===== config.mk =====
export PLATFORM = sky130hd
export DESIGN_NAME = sparse_polynomial_sum_unit
export DESIGN_NICKNAME = d
export VERILOG_FILES = /design/src/design/sps_pkg.sv /design/src/design/sps_store.sv /design/src/design/sparse_polynomial_sum_unit.sv
export VERILOG_INCLUDE_DIRS = /design/src /design/src/design
export SDC_FILE = /design/constraint.sdc
export NUM_CORES = 2
export LEC_CHECK = 0
export BUFFER_PORTS_ARGS = -buffer_cell sky130_fd_sc_hd__buf_2
export CAP_MARGIN = 10
export CORE_AREA = 2 2 756 758
export CTS_CLUSTER_SIZE = 8
export DETAILED_ROUTE_END_ITERATION = 10
export DIE_AREA = 0 0 758 760
export PLACE_DENSITY = 0.44
export SYNTH_ARGS = -nofsm -noshare
export SYNTH_HDL_FRONTEND = slang
export SYNTH_SLANG_ARGS = --single-unit

===== constraint.sdc =====
create_clock -name clk -period 9.5 [get_ports clk]
set_input_delay 0 -clock clk [delete_from_list [all_inputs] [get_ports clk]]
set_output_delay 0 -clock clk [all_outputs]
set_load 0.01 [all_outputs]

===== src/design/sparse_polynomial_sum_unit_macros.svh =====
// Assertion helpers for the RTL file that carries checks.
// Each expects signals named clk and arst_n in the enclosing module.
`ifndef SPARSE_POLYNOMIAL_SUM_UNIT_MACROS_SVH
`define SPARSE_POLYNOMIAL_SUM_UNIT_MACROS_SVH

// Same-cycle implication, disabled during reset.
`define SPS_ASSERT_IMPL(label, pre, post) \
	label: assert property (@(posedge clk) disable iff (!arst_n) (pre) |-> (post)) \
		else $error("same-cycle check failed");

// Next-cycle implication, disabled during reset.
`define SPS_ASSERT_NEXT(label, pre, post) \
	label: assert property (@(posedge clk) disable iff (!arst_n) (pre) |=> (post)) \
		else $error("next-cycle check failed");

`endif


===== src/design/sps_pkg.sv =====
package sps_pkg;

	localparam int COEF_IN_W  = 32;
	localparam int COEF_SUM_W = 36;
	localparam int POWER_W    = 16;

	// One stored term
	typedef struct packed {
		logic signed [POWER_W-1:0]    power;
		logic signed [COEF_SUM_W-1:0] coef;
	} sps_entry_t;

	// Saturating add of an input coefficient onto a stored sum
	function automatic logic signed [COEF_SUM_W-1:0] sat_add(
		input logic signed [COEF_SUM_W-1:0] a,
		input logic signed [COEF_IN_W-1:0]  b
	);
		logic signed [COEF_SUM_W:0] sum;
		sum = {a[COEF_SUM_W-1], a} + {{(COEF_SUM_W - COEF_IN_W + 1){b[COEF_IN_W-1]}}, b};
		if (sum[COEF_SUM_W] != sum[COEF_SUM_W-1]) begin
			if (sum[COEF_SUM_W]) begin
				sat_add = {1'b1, {(COEF_SUM_W-1){1'b0}}};
			end else begin
				sat_add = {1'b0, {(COEF_SUM_W-1){1'b1}}};
			end
		end else begin
			sat_add = sum[COEF_SUM_W-1:0];
		end
	endfunction

endpackage


===== src/design/sps_store.sv =====
// Term store: one write port, one registered read port
module sps_store #(
	parameter int DEPTH = 64,
	parameter int AW    = 6
) (
	input  logic                  clk,
	input  logic                  wr_en,
	input  logic [AW-1:0]         wr_addr,
	input  sps_pkg::sps_entry_t   wr_entry,
	input  logic [AW-1:0]         rd_addr,
	output sps_pkg::sps_entry_t   rd_q
);

	sps_pkg::sps_entry_t mem [DEPTH];

	// write and read, read data registered
	always_ff @(posedge clk) begin
		if (wr_en) begin
			mem[wr_addr] <= wr_entry;
		end
		rd_q <= mem[rd_addr];
	end

endmodule


===== src/design/sparse_polynomial_sum_unit.sv =====
// Sparse polynomial sum: terms fold into a power-sorted store, emitted on set end.
// Per term: a linear search of the store, then for a new power an insert by the
// one-entry-per-cycle shift through the single read port of the store.
// Emission: a scan over the stored entries, held up by output stalls, starts
// once the set-end term has been folded.
// Reset clears entry count, drop flag and control; store contents are left as is.
module sparse_polynomial_sum_unit #(
	parameter int MAX_TERMS = 64
) (
	input  logic        clk,
	input  logic        arst_n,
	input  logic        s_tvalid,
	output logic        s_tready,
	input  logic [47:0] s_tdata,   // coefficient[31:0], power[47:32]
	input  logic        s_tlast,   // set_end
	output logic        m_tvalid,
	input  logic        m_tready,
	output logic [55:0] m_tdata,   // sum_coefficient[35:0], sum_power[51:36], zero pad
	output logic        m_tlast,   // last
	output logic [1:0]  m_tuser    // empty_res[0], overflow[1]
);

	localparam int AW = $clog2(MAX_TERMS);
	localparam int CW = $clog2(MAX_TERMS + 1);

	localparam logic [2:0] ST_IDLE   = 3'd0;
	localparam logic [2:0] ST_SRCH   = 3'd1;
	localparam logic [2:0] ST_INS    = 3'd2;
	localparam logic [2:0] ST_SHIFT  = 3'd3;
	localparam logic [2:0] ST_PUT    = 3'd4;
	localparam logic [2:0] ST_FIN    = 3'd5;
	localparam logic [2:0] ST_EM_CHK = 3'd6;
	localparam logic [2:0] ST_EM_END = 3'd7;

	logic [2:0]    state_q, state_d;
	logic [CW-1:0] idx_q, idx_d;
	logic [CW-1:0] pos_q, pos_d;
	logic [CW-1:0] count_q, count_d;
	logic          ovf_q, ovf_d;
	logic          pend_q, pend_d;
	sps_pkg::sps_entry_t pend_entry_q, pend_entry_d;

	logic signed [sps_pkg::COEF_IN_W-1:0] coef_q;
	logic signed [sps_pkg::POWER_W-1:0]   pow_q;
	logic                                 end_q;

	logic                                  m_tvalid_q;
	logic signed [sps_pkg::COEF_SUM_W-1:0] out_coef_q;
	logic signed [sps_pkg::POWER_W-1:0]    out_pow_q;
	logic                                  out_last_q;
	logic                                  out_empty_q;
	logic                                  out_ovf_q;

	logic                  load_out;
	sps_pkg::sps_entry_t   ld_entry;
	logic                  ld_last;
	logic                  ld_empty;

	logic                  wr_en;
	logic [AW-1:0]         wr_addr;
	sps_pkg::sps_entry_t   wr_entry;
	logic [AW-1:0]         rd_addr;
	sps_pkg::sps_entry_t   rd_q;

	logic [CW-1:0] idx_p1, idx_m1, idx_m2, count_m1;
	logic          accept;
	logic          out_free;
	logic          hit, above, nz;

	sps_store #(
		.DEPTH (MAX_TERMS),
		.AW    (AW)
	) u_store (
		.clk      (clk),
		.wr_en    (wr_en),
		.wr_addr  (wr_addr),
		.wr_entry (wr_entry),
		.rd_addr  (rd_addr),
		.rd_q     (rd_q)
	);

	assign s_tready = (state_q == ST_IDLE);
	assign accept   = s_tvalid && s_tready;
	assign out_free = !m_tvalid_q || m_tready;

	assign idx_p1   = idx_q + 1'b1;
	assign idx_m1   = idx_q - 1'b1;
	assign idx_m2   = idx_q - 2'd2;
	assign count_m1 = count_q - 1'b1;

	assign hit   = (rd_q.power == pow_q);
	assign above = ($signed(rd_q.power) > pow_q);
	assign nz    = (rd_q.coef != '0);

	// sequencer: search, insert by shifting, then emission scan
	always_comb begin
		state_d      = state_q;
		idx_d        = idx_q;
		pos_d        = pos_q;
		count_d      = count_q;
		ovf_d        = ovf_q;
		pend_d       = pend_q;
		pend_entry_d = pend_entry_q;
		load_out     = 1'b0;
		ld_entry     = pend_entry_q;
		ld_last      = 1'b0;
		ld_empty     = 1'b0;
		wr_en        = 1'b0;
		wr_addr      = idx_q[AW-1:0];
		wr_entry     = rd_q;
		rd_addr      = idx_q[AW-1:0];

		case (state_q)
			ST_IDLE: begin
				if (accept) begin
					if (count_q == '0) begin
						pos_d   = '0;
						state_d = ST_INS;
					end else begin
						idx_d   = '0;
						rd_addr = '0;
						state_d = ST_SRCH;
					end
				end
			end
			// rd_q holds entry idx_q
			ST_SRCH: begin
				if (hit) begin
					wr_en         = 1'b1;
					wr_entry.coef = sps_pkg::sat_add(rd_q.coef, coef_q);
					state_d       = ST_FIN;
				end else if (above) begin
					pos_d   = idx_q;
					state_d = ST_INS;
				end else if (idx_p1 == count_q) begin
					pos_d   = count_q;
					state_d = ST_INS;
				end else begin
					idx_d   = idx_p1;
					rd_addr = idx_p1[AW-1:0];
				end
			end
			// new power: ignore zero, drop when full, else make room
			ST_INS: begin
				if (coef_q == '0) begin
					state_d = ST_FIN;
				end else if (count_q == CW'(MAX_TERMS)) begin
					ovf_d   = 1'b1;
					state_d = ST_FIN;
				end else if (pos_q == count_q) begin
					state_d = ST_PUT;
				end else begin
					idx_d   = count_q;
					rd_addr = count_m1[AW-1:0];
					state_d = ST_SHIFT;
				end
			end
			// rd_q holds entry idx_q-1, moved up to idx_q
			ST_SHIFT: begin
				wr_en    = 1'b1;
				wr_addr  = idx_q[AW-1:0];
				wr_entry = rd_q;
				if (idx_m1 == pos_q) begin
					state_d = ST_PUT;
				end else begin
					idx_d   = idx_m1;
					rd_addr = idx_m2[AW-1:0];
				end
			end
			ST_PUT: begin
				wr_en         = 1'b1;
				wr_addr       = pos_q[AW-1:0];
				wr_entry.power = pow_q;
				wr_entry.coef  = {{(sps_pkg::COEF_SUM_W - sps_pkg::COEF_IN_W){coef_q[31]}},
				                  coef_q};
				count_d       = count_q + 1'b1;
				state_d       = ST_FIN;
			end
			ST_FIN: begin
				if (!end_q) begin
					state_d = ST_IDLE;
				end else if (count_q == '0) begin
					state_d = ST_EM_END;
				end else begin
					idx_d   = '0;
					rd_addr = '0;
					state_d = ST_EM_CHK;
				end
			end
			// one entry held back so the final result can carry last
			ST_EM_CHK: begin
				if (!(nz && pend_q && !out_free)) begin
					if (nz && pend_q) begin
						load_out = 1'b1;
					end
					if (nz) begin
						pend_d       = 1'b1;
						pend_entry_d = rd_q;
					end
					if (idx_p1 == count_q) begin
						state_d = ST_EM_END;
					end else begin
						idx_d   = idx_p1;
						rd_addr = idx_p1[AW-1:0];
					end
				end
			end
			ST_EM_END: begin
				if (out_free) begin
					load_out = 1'b1;
					ld_last  = 1'b1;
					if (!pend_q) begin
						ld_empty = 1'b1;
						ld_entry = '0;
					end
					count_d = '0;
					ovf_d   = 1'b0;
					pend_d  = 1'b0;
					state_d = ST_IDLE;
				end
			end
			default: begin
				state_d = ST_IDLE;
			end
		endcase
	end

	// control registers
	always_ff @(posedge clk or negedge arst_n) begin
		if (!arst_n) begin
			state_q    <= ST_IDLE;
			idx_q      <= '0;
			pos_q      <= '0;
			count_q    <= '0;
			ovf_q      <= 1'b0;
			pend_q     <= 1'b0;
			m_tvalid_q <= 1'b0;
		end else begin
			state_q <= state_d;
			idx_q   <= idx_d;
			pos_q   <= pos_d;
			count_q <= count_d;
			ovf_q   <= ovf_d;
			pend_q  <= pend_d;
			if (load_out) begin
				m_tvalid_q <= 1'b1;
			end else if (m_tready) begin
				m_tvalid_q <= 1'b0;
			end
		end
	end

	// payload registers
	always_ff @(posedge clk) begin
		pend_entry_q <= pend_entry_d;
		if (accept) begin
			coef_q <= s_tdata[31:0];
			pow_q  <= s_tdata[47:32];
			end_q  <= s_tlast;
		end
		if (load_out) begin
			out_coef_q  <= ld_entry.coef;
			out_pow_q   <= ld_entry.power;
			out_last_q  <= ld_last;
			out_empty_q <= ld_empty;
			out_ovf_q   <= ovf_q;
		end
	end

	assign m_tvalid = m_tvalid_q;
	assign m_tdata  = {4'b0000, out_pow_q, out_coef_q};
	assign m_tlast  = out_last_q;
	assign m_tuser  = {out_ovf_q, out_empty_q};

`include "sparse_polynomial_sum_unit_macros.svh"

	`SPS_ASSERT_IMPL(a_count_bound, 1'b1, count_q <= CW'(MAX_TERMS))
	`SPS_ASSERT_NEXT(a_accept_busy, s_tvalid && s_tready, state_q != ST_IDLE)
	`SPS_ASSERT_IMPL(a_shift_range, state_q == ST_SHIFT, idx_q > pos_q && idx_q <= count_q)
	`SPS_ASSERT_IMPL(a_empty_last, m_tvalid_q && out_empty_q, out_last_q && out_coef_q == '0)

endmodule


# Yosys cells after proc, flatten, opt, wreduce, memory -nomap -nowiden
# Memories as Yosys holds them, arrays and structs flattened. A register that Yosys moved wholly into a read port is not among the register bits.
# Cells that the tools add are included.
# op_classes
n_mux	74
n_reduce_logical	25
eq_ne	30
add_sub_neg	6
n_bitwise	1
magnitude_cmp	1
# op_table
cell	n
two-way mux 52 bit	3
two-way mux 7 bit	17
two-way mux 36 bit	3
two-way mux 6 bit	12
case mux 36 bit (2 select lines)	1
case mux 7 bit (6 select lines)	1
adder 36 x 32 -> 37 bit	1
two-way mux 3 bit	12
case mux 6 bit (6 select lines)	1
nonzero test 36 bit	1
logical NOT 32 bit	1
case mux 7 bit (2 select lines)	2
!= test 2 bit, second input constant	13
case mux 3 bit (8 select lines)	1
== test 7 bit	3
== test 16 bit	1
> comparator 16 bit	1
two-way mux 16 bit	1
two-way mux 1 bit	15
adder 7 x 1 -> 7 bit, second input constant	2
== test 3 bit, second input constant	4
AND reduction 10 bit	1
nonzero test 2 bit	5
case mux 1 bit (2 select lines)	4
24 further kinds	31
# word_totals
elab_cells	155
n_memories	1
in_bits	53
reg_bits	183
output_inout_bits	61
ramBits	3328
# mem_list
name	depth	width	rd	rd_ports_with_merged_regs	wr	line	source
u_store.mem	64	52	1	1	1	sps_store.sv:14	sps_pkg::sps_entry_t mem [DEPTH];

# Longest topological paths before layout
# depth
depth_word	7
ltp_mapped	21
ltp_nobuf	14

# Hierarchy
# A second synthesis with hierarchy kept.
# hier_totals
cells_unflattened	6392
area_unflattened_um2	138625.5
# by_module_without_submodules
module	instances	cells_per_inst	area_each_um2	seq_area_each_um2
sps_store	1	5320	127177.0	100976.8
sparse_polynomial_sum_unit	1	1072	11448.5	5360.1

# Worst setup path after synthesis
# OpenSTA, ideal clock, no wires.
# synth_path
kind	reg2reg
from	reg coef_q[0] (netlist name)
to	mem u_store.mem[0][10] (netlist name) (data pin)
synth_period_minus_slack_ns	6.875
required_ns	8.798
setup_ns	0.702
setup_slack_ns	2.625
t_arrival_ns	6.173
n_path_buf	2
path_stages_with_launch	17
cell_sequence	edfxtp_1 ha_1 fa_1 a21o_1 a21oi_1 o21ai_0 a31oi_1 o211ai_1 o31a_1 o31ai_1 o21ai_0 a21oi_1 or2_2 clkbuf_1 clkbuf_1 nor2_1 o21ai_0
# synth_rtl
item	line	source
start, declared	sparse_polynomial_sum_unit.sv:43	logic signed [sps_pkg::COEF_IN_W-1:0] coef_q;
start signal, assigned	sparse_polynomial_sum_unit.sv:257	coef_q <= s_tdata[31:0];
end, declared	sps_store.sv:14	

# Worst setup path in the final report
# layout_path
from	reg u_store.rd_q[31] (netlist name)
to	reg u_store.rd_q[46] (netlist name)
# layout_between
elab_chain_len	5
# layout_lines
item	line	source
nonzero test 36 bit	sparse_polynomial_sum_unit.sv:93	assign nz = (rd_q.coef != '0);
logical AND 1 bit (2 in series)	sparse_polynomial_sum_unit.sv:192	if (!(nz && pend_q && !out_free)) begin
two-way mux 6 bit	sparse_polynomial_sum_unit.sv:192	
case mux 6 bit (6 select lines)	sparse_polynomial_sum_unit.sv:113	case (state_q)
# Every way passes these cells.
# A chain may end at the register's enable or synchronous reset.

==> results.toml <==
[sta]
drv_slew = 0
max_freq_ghz = 0.128
setup_tns_ns = 0
tightest_slew_ns = 1.37
maxSlewHeadroom_pct = 7.95
setup_viol = 0
fin_crit_ns = 7.80
hold_viol_final = 0
worst_clock_skew_ns = 0.0493
rsz0062_at_grt = "no"
fin_crit_sh_pct = 82.1

[floorplan]
initial_core_util_pct = 24.9
design.core.area_mm2 = 0.568
die-height_um = 760
io_pins = 114
die-area_mm2 = 0.576
die_w_um = 758
num_rows = 277

[critical_path]
path_class = "reg -> reg"
cp.required_ns = 10.34
end_kind = "flip-flop"
worst-path-max-fanout = 108
cp_data_arrival_time_ns = 8.64
crit_path_frequent_cell = "buf_4"
worstPathCellList = "buf_4 -> nor4_1 -> nand4_1 -> o311ai_2 -> nand2_1 -> a211o_1 -> and2_4 -> nand2_4 -> buf_12 -> buf_4 -> mux2i_1 -> a221oi_1 -> a211oi_1 -> nor4_4"
cp_slowest_cell = "nor4_4"
start_kind = "flip-flop"
crit_path_max_incr_delay_ns = 0.88
critPathTopFamily = "simple AND/OR/NAND/NOR gates"
path_buf_inv = 3

[logic_synthesis]
synth_edf_count = 3484
yosys.area.top_type = "edfxtp_1"
yosys.cell_count.top_type = "edfxtp_1"
ys_async_sr_fraction_pct = 0.758
avgSynthCellArea_um2 = 16.0
ys_seq_area_share_pct = 75.1
ys_ff_latch = 3563
ys_top_cells_by_count = "edfxtp_1 (3,484), mux2i_1 (881), nand2_1 (815)"
synth_cells = 8824
syn_area_mm2 = 0.142
synth_top_area_share_pct = 73.9
synthFlopType = "edfxtp_1"
yosys_warnings = 0
synth_area_leaders = "edfxtp_1 (74%), mux2i_1 (6.2%), a211oi_1 (2.7%)"
synthDistinctLibCells = 90

[route]
wirelength_um = 547000
via_count = 88794
first_pass_iters = 9
route.detailed.wl_per_inst_um = 32.1
vias_per_cell = 5.22
ant_nets = 0
remaining_drc_errors = 0
drt_iter0_drc = 11028

[global_route]
grt_max_degree = 142
track_usage_pct = 18.2
grt_pass1_vias = 85258
grt_pass1_wl_um = 737000
overflow = 0
antenna_found_initial = 27

[cells_and_area]
regArea_mm2 = 0.106
nets = 9338
drive_gt1_share_pct = 12.5
layout-area-overhead-vs-synth_pct = 19.4
fillCellCount = 55856
multi_input_area_mm2 = 0.0336

[cts]
cts_resized = 0
cts_inserted_buffers = 518
cts-root-buf = "clkbuf_16"
cts_tree = "yes"
cts_sinks = 3563
clock_path_buffers = 4
path_clk_slew_ns = 0.06
htreeDepth = 6
worstSkewPairLatency_ns = 1.03

[place]
gp_congestion = 0.834
port_buffers = 109
dp.final_hpwl_um = 282000

[outcome]
status = "completed"

[job]
cap_violations = 0

[hold_path]
hold_class = "in -> reg"
-- registers in the layout, indices dropped and copies added, names as in the netlist --
register,count
pos_q,7
out_ovf_q,1
pend_entry_q,52
idx_q,7
state_q,3
out_pow_q,16
u_store.mem,3328
coef_q,32
end_q,1
m_tlast,1
u_store.rd_q,52
pend_q,1
out_empty_q,1
m_tvalid,1
count_q,7
ovf_q,1
out_coef_q,36
pow_q,16
-- per-stage QoR --
step	hold slack, ns	worst slack (ns)	area (um2)	instances	util [%]
after floorplan	-0.296	2.62	142000	8827	-
after global placement	0.0901	0.534	153000	16125	27.0
after detailed placement	0.106	1.82	153000	16132	27.0
after CTS	0.128	1.84	169000	17005	29.8
after global routing	0.202	1.74	169000	17007	29.8
final	0.225	1.70	169000	17012	29.8
-- cells in the final DEF (no fill, tap or decap), drive strengths merged, types with 79 or more instances in the layout --
master,instances
a211oi,513
a21o,83
a21oi,103
a221oi,158
a311oi,207
a31oi,164
and3,379
buf,418
clkbuf,734
dlygate4sd3,104
edfxtp,3484
mux2i,882
nand2,815
nand3,108
nor2,178
nor4,124
o21ai,134
o221ai,210
o22ai,79
-- final timing paths --
| kind | start | endpoint | slack (ns) | depth (start not counted) |
|---|---|---|---|---|
| setup / recovery | u_store.rd_q[31] | u_store.rd_q[46] | 1.70 | 14 |
| hold / removal | s_tdata[21] | coef_q[21] | 0.22 | 3 |
| setup reg to reg | u_store.rd_q[31] | u_store.rd_q[46] | 1.70 | 14 |
| hold reg to reg | u_store.rd_q[51] | pend_entry_q[51] | 0.45 | 0 |
| max in group asynchronous | arst_n | state_q[2] | 8.75 | 5 |
| min in group asynchronous | arst_n | pos_q[5] | 0.58 | 5 |
-- repair_timing --
item | 4_1_cts | 5_1_grt
hold endpoints to repair | 146 | 0
hold buffers | 105 | 0
setup buffers | 0 | 0
-- routing by layer --
| metal | wire length (um) | track usage [%] | share of wire [%] | vias up |
|---|---|---|---|---|
| met5 | 21 | 0 | 0.0038 | - |
| met4 | 17400 | 5.38 | 3.2 | 4 |
| met3 | 40400 | 2.60 | 7.4 | 835 |
| met2 | 252000 | 29.2 | 46 | 4291 |
| met1 | 237000 | 25.5 | 43 | 47460 |
| li1 | - | - | - | 36204 |
-- area by class of cell --
| type | count | area share (%) |
|---|---|---|
| sequential | 3563 | 62.9 |
| multi-input combinational | 4584 | 19.9 |
| clock buffer | 734 | 8.43 |
| tap | 7533 | 5.58 |
| timing repair buffer | 522 | 2.85 |
| clock inverter | 34 | 0.265 |
| inverter | 36 | 0.0799 |
| antenna | 6 | 0.00888 |
-- tightest hold or removal path, cell delays in order --
cell           delay, ns
dlygate4sd3_1       0.52
buf_2               0.09
dlygate4sd3_1       0.53
-- cells by family after synthesis --
logic type / share of synthesized area [%]
XOR/XNOR: 0.437
flip-flops: 75.1
buffers and inverters: 2.10
other: 0.00265
multiplexers: 6.27
AND/OR/NAND/NOR: 6.02
AO/OA/AOI/OAI: 9.52
adder cells (fa/ha/maj): 0.536
Power is left out: the tool's default activity adds up to more than one toggle a clock period on the data nets, which glitch-free logic cannot reach.
